==> src/design/mts_pkg.sv <==
package mts_pkg;

	// Status codes carried in the result
	localparam logic [2:0] STATUS_IDLE     = 3'd0;
	localparam logic [2:0] STATUS_WAITING  = 3'd1;
	localparam logic [2:0] STATUS_READY    = 3'd2;
	localparam logic [2:0] STATUS_RUNNING  = 3'd3;
	localparam logic [2:0] STATUS_FINISHED = 3'd4;
	localparam logic [2:0] STATUS_STOPPED  = 3'd5;

	// Configuration register indexes
	localparam logic [2:0] CFG_READY_THR  = 3'd0;
	localparam logic [2:0] CFG_START_THR  = 3'd1;
	localparam logic [2:0] CFG_STOP_THR   = 3'd2;
	localparam logic [2:0] CFG_LIMIT_MS   = 3'd3;
	localparam logic [2:0] CFG_START_HOLD = 3'd4;
	localparam logic [2:0] CFG_STOP_HOLD  = 3'd5;
	localparam logic [2:0] CFG_MIN_STEADY = 3'd6;

	// Configuration reset values
	localparam logic [12:0] RST_READY_THR  = 13'd80;
	localparam logic [12:0] RST_START_THR  = 13'd100;
	localparam logic [12:0] RST_STOP_THR   = 13'd275;
	localparam logic [31:0] RST_LIMIT_MS   = 32'd5000;
	localparam logic [5:0]  RST_START_HOLD = 6'd40;
	localparam logic [5:0]  RST_STOP_HOLD  = 6'd5;
	localparam logic [4:0]  RST_MIN_STEADY = 5'd13;

	// Steadiness counter limits
	localparam logic [4:0] STEADY_LIMIT = 5'd15;
	localparam logic [4:0] COUNT_TOP    = 5'd20;
	localparam logic [4:0] COUNT_BACK   = 5'd10;

	typedef struct packed {
		logic [12:0] ready_threshold;
		logic [12:0] start_threshold;
		logic [12:0] stop_threshold;
		logic [31:0] limit_ms;
		logic [5:0]  start_holdoff;
		logic [5:0]  stop_holdoff;
		logic [4:0]  min_steady;
	} mts_cfg_t;

	typedef struct packed {
		logic               operation;
		logic signed [12:0] accel_x;
		logic signed [12:0] accel_y;
		logic signed [12:0] accel_z;
		logic [31:0]        timestamp_ms;
	} mts_item_t;

	typedef struct packed {
		logic [2:0]  status;
		logic        start_pulse;
		logic        stop_pulse;
		logic [31:0] elapsed_ms;
		logic        over_limit;
	} mts_result_t;

endpackage

==> src/design/mts_cfg.sv <==
module mts_cfg (
	input  logic              clk,
	input  logic              arst_n,
	input  logic              cfg_we,
	input  logic [2:0]        cfg_index,
	input  logic [31:0]       cfg_wdata,
	output mts_pkg::mts_cfg_t cfg
);

	mts_pkg::mts_cfg_t cfg_q;

	always_ff @(posedge clk or negedge arst_n) begin
		if (!arst_n) begin
			cfg_q.ready_threshold <= mts_pkg::RST_READY_THR;
			cfg_q.start_threshold <= mts_pkg::RST_START_THR;
			cfg_q.stop_threshold  <= mts_pkg::RST_STOP_THR;
			cfg_q.limit_ms        <= mts_pkg::RST_LIMIT_MS;
			cfg_q.start_holdoff   <= mts_pkg::RST_START_HOLD;
			cfg_q.stop_holdoff    <= mts_pkg::RST_STOP_HOLD;
			cfg_q.min_steady      <= mts_pkg::RST_MIN_STEADY;
		end else if (cfg_we) begin
			case (cfg_index)
				mts_pkg::CFG_READY_THR:  cfg_q.ready_threshold <= cfg_wdata[12:0];
				mts_pkg::CFG_START_THR:  cfg_q.start_threshold <= cfg_wdata[12:0];
				mts_pkg::CFG_STOP_THR:   cfg_q.stop_threshold  <= cfg_wdata[12:0];
				mts_pkg::CFG_LIMIT_MS:   cfg_q.limit_ms        <= cfg_wdata;
				mts_pkg::CFG_START_HOLD: cfg_q.start_holdoff   <= cfg_wdata[5:0];
				mts_pkg::CFG_STOP_HOLD:  cfg_q.stop_holdoff    <= cfg_wdata[5:0];
				mts_pkg::CFG_MIN_STEADY: cfg_q.min_steady      <= cfg_wdata[4:0];
				default: ;
			endcase
		end
	end

	assign cfg = cfg_q;

endmodule

==> src/design/mts_engine.sv <==
module mts_engine (
	input  logic                 clk,
	input  logic                 arst_n,
	input  mts_pkg::mts_cfg_t    cfg,
	input  logic                 fire,
	input  mts_pkg::mts_item_t   item,
	output mts_pkg::mts_result_t result
);

	function automatic logic [12:0] absdiff13(input logic signed [12:0] a,
			input logic signed [12:0] b);
		logic signed [13:0] d;
		logic [13:0] n;
		d = 14'(a) - 14'(b);
		n = -d;
		return d[13] ? n[12:0] : d[12:0];
	endfunction

	logic signed [12:0] prev_x_q, prev_y_q, prev_z_q;
	logic               prev_valid_q;
	logic [4:0]         steady_q;
	logic               timing_q;
	logic [5:0]         holdoff_q;
	logic [31:0]        start_time_q;
	logic [31:0]        elapsed_q;
	logic               over_q;
	logic [2:0]         status_q;
	logic               enabled_q;

	logic               store;
	logic [4:0]         steady_d;
	logic               timing_d;
	logic [5:0]         holdoff_d;
	logic [31:0]        start_time_d;
	logic [31:0]        elapsed_d;
	logic               over_d;
	logic [2:0]         status_d;
	logic               enabled_d;
	logic               spulse, epulse;

	logic [12:0] dx, dy, dz;
	logic [4:0]  cnt_inc;
	logic [31:0] interval;
	logic        any_move, all_start, all_stop;

	assign dx = absdiff13(prev_x_q, item.accel_x);
	assign dy = absdiff13(prev_y_q, item.accel_y);
	assign dz = absdiff13(prev_z_q, item.accel_z);

	assign any_move  = (dx > cfg.ready_threshold) || (dy > cfg.ready_threshold) ||
		(dz > cfg.ready_threshold);
	assign all_start = (dx >= cfg.start_threshold) && (dy >= cfg.start_threshold) &&
		(dz >= cfg.start_threshold);
	assign all_stop  = (dx > cfg.stop_threshold) && (dy > cfg.stop_threshold) &&
		(dz > cfg.stop_threshold);
	assign cnt_inc   = steady_q + 5'd1;
	assign interval  = item.timestamp_ms - start_time_q;

	always_comb begin
		store        = 1'b0;
		steady_d     = steady_q;
		timing_d     = timing_q;
		holdoff_d    = holdoff_q;
		start_time_d = start_time_q;
		elapsed_d    = elapsed_q;
		over_d       = over_q;
		status_d     = status_q;
		enabled_d    = enabled_q;
		spulse       = 1'b0;
		epulse       = 1'b0;
		if (item.operation) begin
			if (enabled_q) begin
				enabled_d = 1'b0;
				status_d  = mts_pkg::STATUS_STOPPED;
			end else begin
				enabled_d = 1'b1;
				status_d  = mts_pkg::STATUS_IDLE;
				steady_d  = '0;
			end
		end else if (enabled_q) begin
			if (holdoff_q != '0) begin
				holdoff_d = holdoff_q - 6'd1;
				store     = 1'b1;
			end else if (!prev_valid_q && !timing_q) begin
				store = 1'b1;
			end else if (!timing_q) begin
				if (steady_q < mts_pkg::STEADY_LIMIT && any_move) begin
					status_d = mts_pkg::STATUS_WAITING;
					steady_d = '0;
					store    = 1'b1;
				end else if (cnt_inc >= cfg.min_steady && all_start) begin
					start_time_d = item.timestamp_ms;
					spulse       = 1'b1;
					steady_d     = '0;
					timing_d     = 1'b1;
					holdoff_d    = cfg.start_holdoff;
					status_d     = mts_pkg::STATUS_RUNNING;
					store        = 1'b1;
				end else if (cnt_inc >= mts_pkg::COUNT_TOP) begin
					// wrap the counter back and keep the old reference sample
					status_d = mts_pkg::STATUS_READY;
					steady_d = mts_pkg::COUNT_BACK;
				end else begin
					status_d = mts_pkg::STATUS_READY;
					steady_d = cnt_inc;
					store    = 1'b1;
				end
			end else begin
				if (all_stop) begin
					timing_d  = 1'b0;
					steady_d  = '0;
					holdoff_d = cfg.stop_holdoff;
					status_d  = mts_pkg::STATUS_FINISHED;
					epulse    = 1'b1;
					elapsed_d = interval;
					over_d    = interval > cfg.limit_ms;
				end
				store = 1'b1;
			end
		end
	end

	always_ff @(posedge clk or negedge arst_n) begin
		if (!arst_n) begin
			prev_x_q     <= '0;
			prev_y_q     <= '0;
			prev_z_q     <= '0;
			prev_valid_q <= 1'b0;
			steady_q     <= '0;
			timing_q     <= 1'b0;
			holdoff_q    <= '0;
			start_time_q <= '0;
			elapsed_q    <= '0;
			over_q       <= 1'b0;
			status_q     <= mts_pkg::STATUS_IDLE;
			enabled_q    <= 1'b1;
		end else if (fire) begin
			if (store) begin
				prev_x_q     <= item.accel_x;
				prev_y_q     <= item.accel_y;
				prev_z_q     <= item.accel_z;
				prev_valid_q <= 1'b1;
			end
			steady_q     <= steady_d;
			timing_q     <= timing_d;
			holdoff_q    <= holdoff_d;
			start_time_q <= start_time_d;
			elapsed_q    <= elapsed_d;
			over_q       <= over_d;
			status_q     <= status_d;
			enabled_q    <= enabled_d;
		end
	end

	assign result.status      = status_d;
	assign result.start_pulse = spulse;
	assign result.stop_pulse  = epulse;
	assign result.elapsed_ms  = elapsed_d;
	assign result.over_limit  = over_d;

endmodule

==> src/design/motion_triggered_stopwatch_core.sv <==
// Motion-triggered stopwatch core.
//
// Input stream (s_*): one request per accelerometer sample or button press.
// s_tuser selects the kind: 0 sample, 1 button press. s_tdata carries the
// three signed 13-bit axes and the 32-bit sample timestamp.
// Output stream (m_*): exactly one result per request, in request order:
// status, start and stop pulses, last elapsed milliseconds and over-limit flag.
// Configuration: cfg_we writes cfg_wdata into register cfg_index;
// write only while no request is in flight.
// Order: an accepted request is registered in the input stage, and its result is
// loaded into the result register when that register is empty or being drained.
// Throughput: one request per cycle while m_tready is high; the whole update is
// a single pass of compare and subtract logic from input stage to result register.
// Reset: arst_n clears the pipeline, restores register defaults, the stopwatch
// state goes idle with sample processing enabled.
// Stall: while a result waits and m_tready is low the result register holds its value; one more
// request is taken into the input stage, after which s_tready drops.
module motion_triggered_stopwatch_core (
	input  logic        clk,
	input  logic        arst_n,
	// Request channel
	input  logic        s_tvalid,
	output logic        s_tready,
	// [12:0] accel_x, [25:13] accel_y, [38:26] accel_z, [70:39] timestamp_ms,
	// [71] zero
	input  logic [71:0] s_tdata,
	// [0] operation
	input  logic        s_tuser,
	// Result channel
	output logic        m_tvalid,
	input  logic        m_tready,
	// [2:0] status, [3] start_pulse, [4] stop_pulse, [36:5] elapsed_ms,
	// [37] over_limit, [39:38] zero
	output logic [39:0] m_tdata,
	// Configuration write port
	input  logic        cfg_we,
	input  logic [2:0]  cfg_index,
	input  logic [31:0] cfg_wdata
);

	mts_pkg::mts_cfg_t    cfg;
	mts_pkg::mts_item_t   item_s1;
	logic                 valid_s1;
	mts_pkg::mts_result_t result;
	mts_pkg::mts_result_t out_q;
	logic                 out_valid_q;
	logic                 advance;
	logic                 fire;

	// The result register may load when empty or being drained
	assign advance  = !out_valid_q || m_tready;
	assign fire     = valid_s1 && advance;
	assign s_tready = !valid_s1 || advance;

	mts_cfg u_cfg (
		.clk       (clk),
		.arst_n    (arst_n),
		.cfg_we    (cfg_we),
		.cfg_index (cfg_index),
		.cfg_wdata (cfg_wdata),
		.cfg       (cfg)
	);

	// Input stage: hold the request until the engine consumes it
	always_ff @(posedge clk or negedge arst_n) begin
		if (!arst_n) begin
			valid_s1 <= 1'b0;
		end else if (s_tready) begin
			valid_s1 <= s_tvalid;
		end
	end

	always_ff @(posedge clk) begin
		if (s_tready && s_tvalid) begin
			item_s1.operation    <= s_tuser;
			item_s1.accel_x      <= s_tdata[12:0];
			item_s1.accel_y      <= s_tdata[25:13];
			item_s1.accel_z      <= s_tdata[38:26];
			item_s1.timestamp_ms <= s_tdata[70:39];
		end
	end

	mts_engine u_engine (
		.clk    (clk),
		.arst_n (arst_n),
		.cfg    (cfg),
		.fire   (fire),
		.item   (item_s1),
		.result (result)
	);

	// Result register: load on fire, drop valid once taken
	always_ff @(posedge clk or negedge arst_n) begin
		if (!arst_n) begin
			out_valid_q <= 1'b0;
		end else if (advance) begin
			out_valid_q <= valid_s1;
		end
	end

	always_ff @(posedge clk) begin
		if (fire) begin
			out_q <= result;
		end
	end

	assign m_tvalid = out_valid_q;
	assign m_tdata  = {2'b00, out_q.over_limit, out_q.elapsed_ms, out_q.stop_pulse,
		out_q.start_pulse, out_q.status};

endmodule

==> config.mk <==
export PLATFORM = sky130hd
export DESIGN_NAME = motion_triggered_stopwatch_core
export DESIGN_NICKNAME = d
export VERILOG_FILES = /design/src/design/mts_pkg.sv /design/src/design/mts_cfg.sv /design/src/design/mts_engine.sv /design/src/design/motion_triggered_stopwatch_core.sv
export SDC_FILE = /design/constraint.sdc
export NUM_CORES = 1
export LEC_CHECK = 0
export ABC_AREA = 1
export ABC_CLOCK_PERIOD_IN_PS = 6900
export BUFFER_PORTS_ARGS = -buffer_cell sky130_fd_sc_hd__buf_2
export CORE_MARGIN = 8
export CORE_UTILIZATION = 65
export CTS_CLUSTER_DIAMETER = 200
export DETAILED_ROUTE_END_ITERATION = 10
export PLACE_DENSITY_LB_ADDON = 0.08
export SLEW_MARGIN = 5
export SYNTH_ARGS = -nofsm -noshare
export SYNTH_HDL_FRONTEND = slang
export SYNTH_SLANG_ARGS = --single-unit
export TNS_END_PERCENT = 1
==> constraint.sdc <==
create_clock -name clk -period 6.9 [get_ports clk]
set_clock_uncertainty 0.1 [all_clocks]
set_input_delay 1.035 -clock clk [delete_from_list [all_inputs] [get_ports clk]]
set_output_delay 1.035 -clock clk [all_outputs]
set_load 0.02 [all_outputs]
* Word level (Yosys, flattened, before mapping) *
Index checks and enable logic that the tools add are counted.

word-level totals
  input port bits = 113
  bits in registers = 321
  output and inout port bits = 42
  word-level logic and storage cells = 162

operators by class
  add/subtract/negate cells = 9
  equality and inequality tests = 13
  bitwise operators = 6
  $lt $le $gt $ge = 13
  reduce and logical (&&, ||, !) cells = 36
  mux-type cells = 54

operator list
  operator                                             count
  two-way mux 32 bit                                   6
  greater-than comparator 13 bit                       6
  two-way mux 5 bit                                    10
  subtractor 13 x 13 -> 14 bit                         3
  greater-or-equal comparator 13 bit                   3
  two-way mux 13 bit                                   3
  negation 13 bit                                      3
  two-way mux 6 bit                                    6
  greater-than comparator 32 bit                       1
  subtractor 32 bit                                    1
  two-way mux 3 bit                                    8
  two-way mux 1 bit                                    21
  AND reduction 2 bit                                  9
  OR reduction 5 bit                                   2
  equality test 3 bit, second input constant           3
  logical AND 1 bit                                    9
  AND reduction 8 bit                                  1
  AND reduction 7 bit                                  1
  equality test 3 x 2 -> 1 bit, second input constant  2
  != test 2 bit, second input constant                 3
  != test 3 bit, second input constant                 2
  NOT 1 bit                                            6
  AND reduction 6 bit                                  1
  nonzero test 6 bit                                   1
  other kinds (14)                                     20

* Longest topological paths before layout *
Gate-level depths: netlist of the first run.

  word-level depth = 15
  gate-level depth with buffers = 35
  mapped depth without buffers = 35

* Modules after synthesis *
From an unflattened synthesis of the first run, not the netlist that was laid out.

second synthesis, totals
  cells, all modules = 2907
  area, all modules = 22096.2 um2

by module, submodules not included
  module                           seq. area each (um2)  area each (um2)  instances  cells each
  mts_engine                       3029.2                15174.6          1          2388
  mts_cfg                          2228.4                3504.6           1          394
  motion_triggered_stopwatch_core  3353.2                3417.0           1          125

* Worst setup path after synthesis of the first run *
Ideal clock, no wire load.

  kind = reg-to-reg
  from = register item_s1[45] (netlist name)
  to = register out_q, in the netlist m_tdata[33] (data pin)
  library setup time = 255 ps
  clock period less this slack = 4029 ps
  arrival = 3675 ps
  buffers on the path = 1
  stages on the path, launching flop included = 32
  setup slack = 2871 ps
  required time = 6545 ps
  path through = edfxtp_1 > ha_1 > fa_1 > inv_1 > nand3_1 > nand2_1 > nand2_1 > nand2_1 > xor2_1 > nand2_1 > nor2_1 > nand3_1 > nand2_1 > nand2_1 > nand2_1 > nand2_1 > ha_1 > nand2_1 > nor2_1 > nand2_1 > nor2_1 > nand2_1 > nand2_1 > nand2_1 > inv_1 > nand2_1 > nor2_4 > nand2_4 > clkinv_4 > buf_6 > nand2_1 > and2_1

RTL lines
  item                  line                                    text
  start, declared       motion_triggered_stopwatch_core.sv:42   mts_pkg::mts_item_t item_s1;
  end signal, assigned  motion_triggered_stopwatch_core.sv:103  out_q <= result;
  end, declared         motion_triggered_stopwatch_core.sv:45   mts_pkg::mts_result_t out_q;

==> results of run 1 <==
==> metrics by stage <==
stage	hold WS [ns]	area (sq um)	setup WS, ns	cells
finish	0.330	23400	1.55	3305
global route	0.342	23400	1.10	3305
CTS	0.323	23400	1.61	3305
detailed placement	0.363	22300	1.63	3243
global placement	0.354	22300	1.73	3243
floorplan	0.342	21200	2.87	2694
==> cells by family after synthesis <==
logic type | Yosys count | synth area share (%)
fa+ha+maj | 236 | 14.1
xor+xnor | 78 | 3.29
mux | 2 | 0.0943
other cells | 1 | 0.0177
buf+inv | 450 | 8.64
compound gates | 373 | 9.41
flops | 321 | 40.6
simple gates | 1232 | 23.9
==> per-layer routing <==
metal  share of wire [%]  track usage (%)  wire, um  vias up
li1                    -                -         -     9026
met1                  44             38.6     24300     8434
met2                  46             45.5     25000      625
met3                 6.9             4.25      3750       95
met5                   0                0         0        -
met4                 2.8             9.19      1530        0
==> power by group through the flow <==
stage / clock, mW / sequential (mW) / combinational, mW
floorplan: 0 / 2.69 / 5.32
global placement: 0 / 2.67 / 6.89
global route: 1.93 / 2.71 / 8.42
finish: 1.83 / 2.66 / 7.30
CTS: 1.86 / 2.66 / 7.24
detailed placement: 0 / 2.69 / 7.19
==> layout by cell type, fill, tap and decap left out, drive strengths merged, types with 8 or more instances in the layout <==
| cell | synthesis | final |
|---|---|---|
| a21oi | 141 | 141 |
| a31oi | 23 | 23 |
| buf | 31 | 158 |
| clkbuf | 21 | 49 |
| clkinv | 2 | 10 |
| dfrtp | 189 | 189 |
| dfstp | 22 | 22 |
| edfxtp | 110 | 110 |
| ha | 232 | 232 |
| inv | 396 | 398 |
| nand2 | 792 | 792 |
| nand3 | 157 | 157 |
| nand4 | 35 | 35 |
| nor2 | 201 | 201 |
| nor3 | 21 | 21 |
| o21ai | 180 | 180 |
| o21bai | 8 | 8 |
| xnor2 | 13 | 13 |
| xor2 | 65 | 65 |
==> cell type report <==
cell class | count | area, sq um
inverter | 398 | 1500
multi-input combinational | 1923 | 10800
tap | 442 | 553
timing repair buffer | 159 | 837
fill | 2568 | 8940
clock inverter | 14 | 144
sequential | 321 | 8610
clock buffer | 48 | 983
==> path summary, 6_finish.rpt <==
path | to | slack (ns) | startpoint | cells past startpoint
max reg2reg | m_tdata[10] | 1.55 | item_s1[58] | 27
max | m_tdata[10] | 1.55 | item_s1[58] | 27
max in group asynchronous | u_engine.prev_z_q[1] | 5.08 | arst_n | 2
min | u_cfg.cfg[77] | 0.33 | arst_n | 1
min in group clk | u_engine.prev_y_q[11] | 0.38 | u_engine.prev_y_q[11] | 2
min reg2reg | u_engine.prev_y_q[11] | 0.38 | u_engine.prev_y_q[11] | 2
==> flip-flops by register name, indices dropped and copies added (netlist names), 13 cells and up <==
signal and flops:
u_cfg.cfg 88, item_s1 72, m_tdata 38, u_engine.elapsed_q 32, u_engine.start_time_q 32, u_engine.prev_x_q 13
u_engine.prev_y_q 13, u_engine.prev_z_q 13
==> impl_metrics.py, run 1 <==
metrics = {
    "global_route": {
        "grt.overflow.total": 0,
        "grt_use_total_pct": 28.1,
        "grt_max_degree": 176,
        "grt_first_pass_wirelength_mm": 87.8,
        "first_global_vias": 17700,
        "antenna_found_initial": 0,
    },
    "clocking": {
        "numCtsBuffers": 34,
        "cts_tree": "built",
        "clkSinkCount": 321,
        "cts_setup_buffers": 0,
        "clock_latency_ns": 0.53,
        "cts_htree_levels": 2,
        "cts_resized": 0,
        "clockBufferDepth": 3,
        "postCtsHoldBufs": 0,
        "clkSlewWorstSetupHoldPaths_ns": 0.06,
        "clock-root-buffer": "clkbuf_16",
    },
    "routing": {
        "wl_mm": 54.6,
        "drt_iter0_drc": 1612,
        "antenna_left": 0,
        "num_vias": 18200,
        "post_drt_via_cell_ratio": 5.50,
        "drc": 0,
        "first_pass_iters": 6,
        "detail_route.wl_per_cell_um": 16.5,
    },
    "synthesis": {
        "synthTopCellsByCount": "789 x nand2_1, 387 x inv_1, 232 x ha_1",
        "ys_types": 54,
        "synthesis.area_sq_um": 21200,
        "synthTopCellsByArea": "dfrtp_1 22%, edfxtp_1 16%, nand2_1 14%, ha_1 14%, inv_1 6.8%",
        "yosys_register_bits": 321,
        "synth_top_cell_by_area": "dfrtp_1",
        "yosysWarnings": 0,
        "synthFlopType": "dfrtp_1",
        "yosysTopAreaCellShare_pct": 22.3,
        "avgSynthCellArea_sq_um": 7.88,
        "netlist_instances": 2693,
        "synthMostInstantiatedCell": "nand2_1",
        "synth_edf_count": 110,
        "ys_seq_area_share_pct": 40.6,
        "synthArstFlopShare_pct": 65.7,
    },
    "timing": {
        "fmax_mhz": 187,
        "fin_crit_ns": 5.35,
        "grt_setup_unrepaired": "no",
        "setup_viol": 0,
        "slew_headroom_pct": 29.0,
        "finalMaxSlewViolations": 0,
        "finalSetupTns_ns": 0,
        "finalHoldViolations": 0,
        "period_share_pct": 77.6,
        "worst_pin_slew_ns": 1.05,
    },
    "power": {
        "powerDensity_nw_per_um2": 503,
        "switching_share_pct": 48.3,
        "sequentialPowerShare_pct": 22.6,
        "p_leak_nw": 12.4,
        "combPwrFrac_pct": 61.9,
        "power_mw": 11.8,
        "peakVddDrop_mv": 0.347,
        "p_clk_share_pct": 15.5,
        "power.switching_mw": 5.70,
        "p_int_mw": 6.10,
    },
    "hold_path": {
        "hp-class": "input port to asynchronous set/reset pin",
    },
    "die": {
        "ios": 155,
        "die_h_um": 197,
        "dieArea_sq_um": 38700,
        "initial_core_util_pct": 65.6,
        "num_rows": 66,
        "dieWidth_um": 197,
        "core-area_sq_um": 32400,
    },
    "worst_setup_path": {
        "path_delay_family": "simple AND/OR/NAND/NOR gates",
        "path_class": "flop to flop",
        "crit_fanout": 43,
        "worstSetupEndpointType": "flop",
        "critPathMaxStageDelay_ns": 0.43,
        "cp_slowest_cell": "fa_1",
        "path_buf_inv": 2,
        "start_kind": "flop",
        "crit_top_cell": "nand2_1",
        "critPathArrivalTime_ns": 5.53,
        "required_ns": 7.07,
    },
    "cells_and_area": {
        "layout-drive-gt1-share_pct": 9.61,
        "final_nets": 3186,
        "area_growth_pct": 10.4,
        "final_core_util_pct": 72.4,
        "num_antenna_cells": 0,
    },
    "run": {
        "drv_cap": 0,
    },
    "outcome": {
        "status": "completed",
    },
    "placed_design": {
        "place.gp.congestion": 0.930,
        "port_buffers": 151,
        "dp.final_hpwl_mm": 42.1,
    },
}
(Power assumes the default switching activity.)
==> inputs of run 2 (changes only) <==
ABC_AREA = 0   (was 1)
ABC_CLOCK_PERIOD_IN_PS = 4800   (was 6900)
CORE_UTILIZATION = 55   (was 65)
clock period = 4.8 ns   (was 6.9 ns; I/O delays follow)
==> run 2 against run 1 <==
Effect of this change:
- the flow now finishes with violations (setup timing)
- critical path depth down 7
- via count down 14%
- fmax down 3.9%
- count of clock-buffer cells in the layout up 4
- synthesized area down 5.6%
- sequential power up 42%
- clock power up 52%
- synthesized cell count down 30%
- setup slack worse by 2.3 ns
- cell count down 15%
- largest cell class unchanged
- highest routed layer is now met5
==> impl_metrics.py, run 2 <==
metrics = {
    "die": {
        "initial_core_util_pct": 55.2,
        "num_rows": 70,
        "die_h_um": 207,
        "core-area_sq_um": 36300,
        "ios": 155,
        "dieWidth_um": 207,
        "dieArea_sq_um": 42800,
    },
    "global_route": {
        "grt_first_pass_wirelength_mm": 83.3,
        "grt_max_degree": 105,
        "met3_usage_pct": 4.42,
        "antenna_found_initial": 5,
        "use_met1_pct": 32.8,
        "grt.overflow.total": 0,
        "grtUsageMet2_pct": 41.1,
        "grt_use_total_pct": 24.7,
        "busiest_layer": "met2",
        "first_global_vias": 16100,
    },
    "routing": {
        "detail_route.wl_per_cell_um": 18.7,
        "first_pass_iters": 5,
        "wl_mm": 52.2,
        "num_vias": 15600,
        "post_drt_via_cell_ratio": 5.58,
        "antenna_left": 0,
        "drt_iter0_drc": 871,
        "drc": 0,
    },
    "timing": {
        "slew_headroom_pct": 35.1,
        "setup_viol": 157,
        "fin_crit_ns": 5.57,
        "fmax_mhz": 180,
        "finalHoldViolations": 0,
        "period_share_pct": 116,
        "grt_setup_unrepaired": "yes",
        "holdWs_ns": 0.109,
        "worst_slack_ns": -0.771,
        "finalMaxSlewViolations": 0,
        "worst_pin_slew_ns": 0.971,
    },
    "synthesis": {
        "yosys_register_bits": 321,
        "avgSynthCellArea_sq_um": 10.7,
        "ys_types": 87,
        "yosysWarnings": 0,
        "ys_seq_area_share_pct": 43.0,
        "synthArstFlopShare_pct": 65.7,
        "synthTopCellsByCount": "232 x ha_1, 189 x dfrtp_1, 186 x inv_1",
        "synthFlopType": "dfrtp_1",
        "yosysTopAreaCellShare_pct": 23.6,
        "synth_top_cell_by_area": "dfrtp_1",
        "synthMostInstantiatedCell": "ha_1",
        "netlist_instances": 1877,
        "synthTopCellsByArea": "dfrtp_1 24%, edfxtp_1 16%, ha_1 14%, mux2_2 9.4%, inv_1 3.5%",
        "synthesis.area_sq_um": 20000,
        "synth_edf_count": 110,
    },
    "clocking": {
        "numCtsBuffers": 37,
        "postCtsHoldBufs": 0,
        "clock-root-buffer": "clkbuf_16",
        "cts_tree": "built",
        "clock_latency_ns": 0.56,
        "clkSinkCount": 321,
        "clkSlewWorstSetupHoldPaths_ns": 0.06,
        "clockBufferDepth": 3,
        "cts_htree_levels": 2,
    },
    "cells_and_area": {
        "largest_reg_flops": 88,
        "final_nets": 2643,
        "layout-drive-gt1-share_pct": 32.3,
        "layout_common_cells": "248 x buf_4, 231 x ha_1, 189 x dfrtp_1",
        "fillers": 2795,
        "final_core_util_pct": 69.0,
        "area_growth_pct": 24.9,
        "multi_input_area_sq_um": 11000,
        "final_area_sq_um": 25000,
        "stdcell_count": 2793,
        "final_common_cell": "buf_4",
        "regArea_sq_um": 8610,
    },
    "worst_setup_path": {
        "worstSetupEndpointType": "flop",
        "crit_fanout": 17,
        "path_class": "flop to flop",
        "start_kind": "flop",
        "critPathArrivalTime_ns": 5.90,
        "required_ns": 5.13,
    },
    "placed_design": {
        "port_buffers": 151,
        "place.gp.congestion": 0.933,
        "dp.final_hpwl_mm": 39.3,
        "placed_cells": 2705,
        "placed_cell_area_sq_um": 23200,
    },
    "outcome": {
        "status": "finished, violations left",
        "violations": "setup timing",
    },
    "power": {
        "p_leak_nw": 11.8,
        "powerDensity_nw_per_um2": 754,
        "power_mw": 18.9,
        "peakVddDrop_mv": 0.452,
    },
    "hold_path": {
        "hp-class": "input port to asynchronous set/reset pin",
    },
    "run": {
        "drv_cap": 0,
    },
}
## run 2: changes by cell type after synthesis, moves of 31 or more
| cell | before | now |
|---|---|---|
| inv_1 | 387 | 186 |
| nor2_1 | 193 | 72 |
| mux2_2 | 0 | 167 |
| a21oi_1 | 140 | 87 |
| nand2_1 | 789 | 143 |
| nand3_1 | 156 | 24 |
| xor2_1 | 64 | 23 |
| nor2b_1 | 0 | 31 |
| a21o_1 | 5 | 63 |
| o21ai_0 | 137 | 93 |
| o21ai_1 | 39 | 3 |
| xnor2_1 | 12 | 58 |
## run 2: through the flow
step / setup TNS (ns) / setup slack, ns
2_1_floorplan: -35.53 / -0.377
3_3_place_gp: -108.10 / -0.863
3_5_place_dp: -120.44 / -0.947
4_1_cts: -91.71 / -0.667
5_1_grt: -140.36 / -1.01
6_report: -100.76 / -0.771
## run 2: cells by family (layout without fill, tap and decap cells)
logic type	count (synthesis)	count (layout)	share of synthesized area, %
AO/OA/AOI/OAI	413	413	13.7
flip-flops	321	321	43.0
other	1	4	0.0187
multiplexers	177	177	9.92
adder cells (fa/ha/maj)	236	236	14.9
buffers and inverters	224	669	4.30
AND/OR/NAND/NOR	424	424	10.6
XOR/XNOR	81	81	3.54
## run 2: final cells by class
cell class	instances	area share, %
Multi-Input combinational cell	1333	44.1
Sequential cell	321	34.4
Clock inverter	16	0.665
Antenna cell	2	0.0200
Tap cell	468	2.34
Clock buffer	52	4.12
Inverter	186	2.79
Timing Repair Buffer	415	11.6
## run 2: path summary, 6_finish.rpt
path | start | to | slack, ns | cells after the start
setup / recovery | item_s1[46] | u_engine.start_time_q[16] | -0.77 | 20
hold / removal | arst_n | u_engine.holdoff_q[2] | 0.11 | 1
setup reg to reg | item_s1[46] | u_engine.start_time_q[16] | -0.77 | 20
hold reg to reg | u_engine.elapsed_q[12] | u_engine.elapsed_q[12] | 0.37 | 2
max in group asynchronous | arst_n | u_engine.elapsed_q[16] | 3.39 | 2
min in group clk | s_tdata[63] | item_s1[24] | 0.23 | 1
## run 2: per-layer routing
metal | part of all wire (%) | wire, um | vias to the layer above
li1 | - | - | 7651
met1 | 46 | 23800 | 7519
met2 | 47 | 24600 | 337
met3 | 5.3 | 2760 | 75
met4 | 2.0 | 1050 | 6
met5 | 0.071 | 37 | -
## run 2: timing repair
item / in CTS / in global routing
cloned: 2 / 0
gates resized for setup: 52 / 42
pin swaps: 16 / 24
setup buffers: 11 / 5
endpoints found under the setup margin: 157 / 157
## run 2: report_power, final
part / switching, mW / internal, mW / total [mW]
Clock: 1.16 / 1.62 / 2.79
Combinational: 6.22 / 6.08 / 12.3
Sequential: 0.309 / 3.46 / 3.77
## run 2: worst max-delay path, stage by stage, from the launching register on
cell       delay (ns)
edfxtp_1         0.41
inv_2            0.08
ha_1             0.22
nor2b_4          0.13
o31a_1           0.27
o31a_1           0.31
o22ai_2          0.18
xnor2_2          0.09
or4_4            0.58
or4b_4           0.51
nand3_2          0.11
xnor2_2          0.11
ha_1             0.34
nand4_1          0.20
nor4_4           0.40
o221ai_4         0.22
a2111oi_4        0.46
nand2_2          0.12
buf_4            0.17
buf_12           0.15
mux2_2           0.28
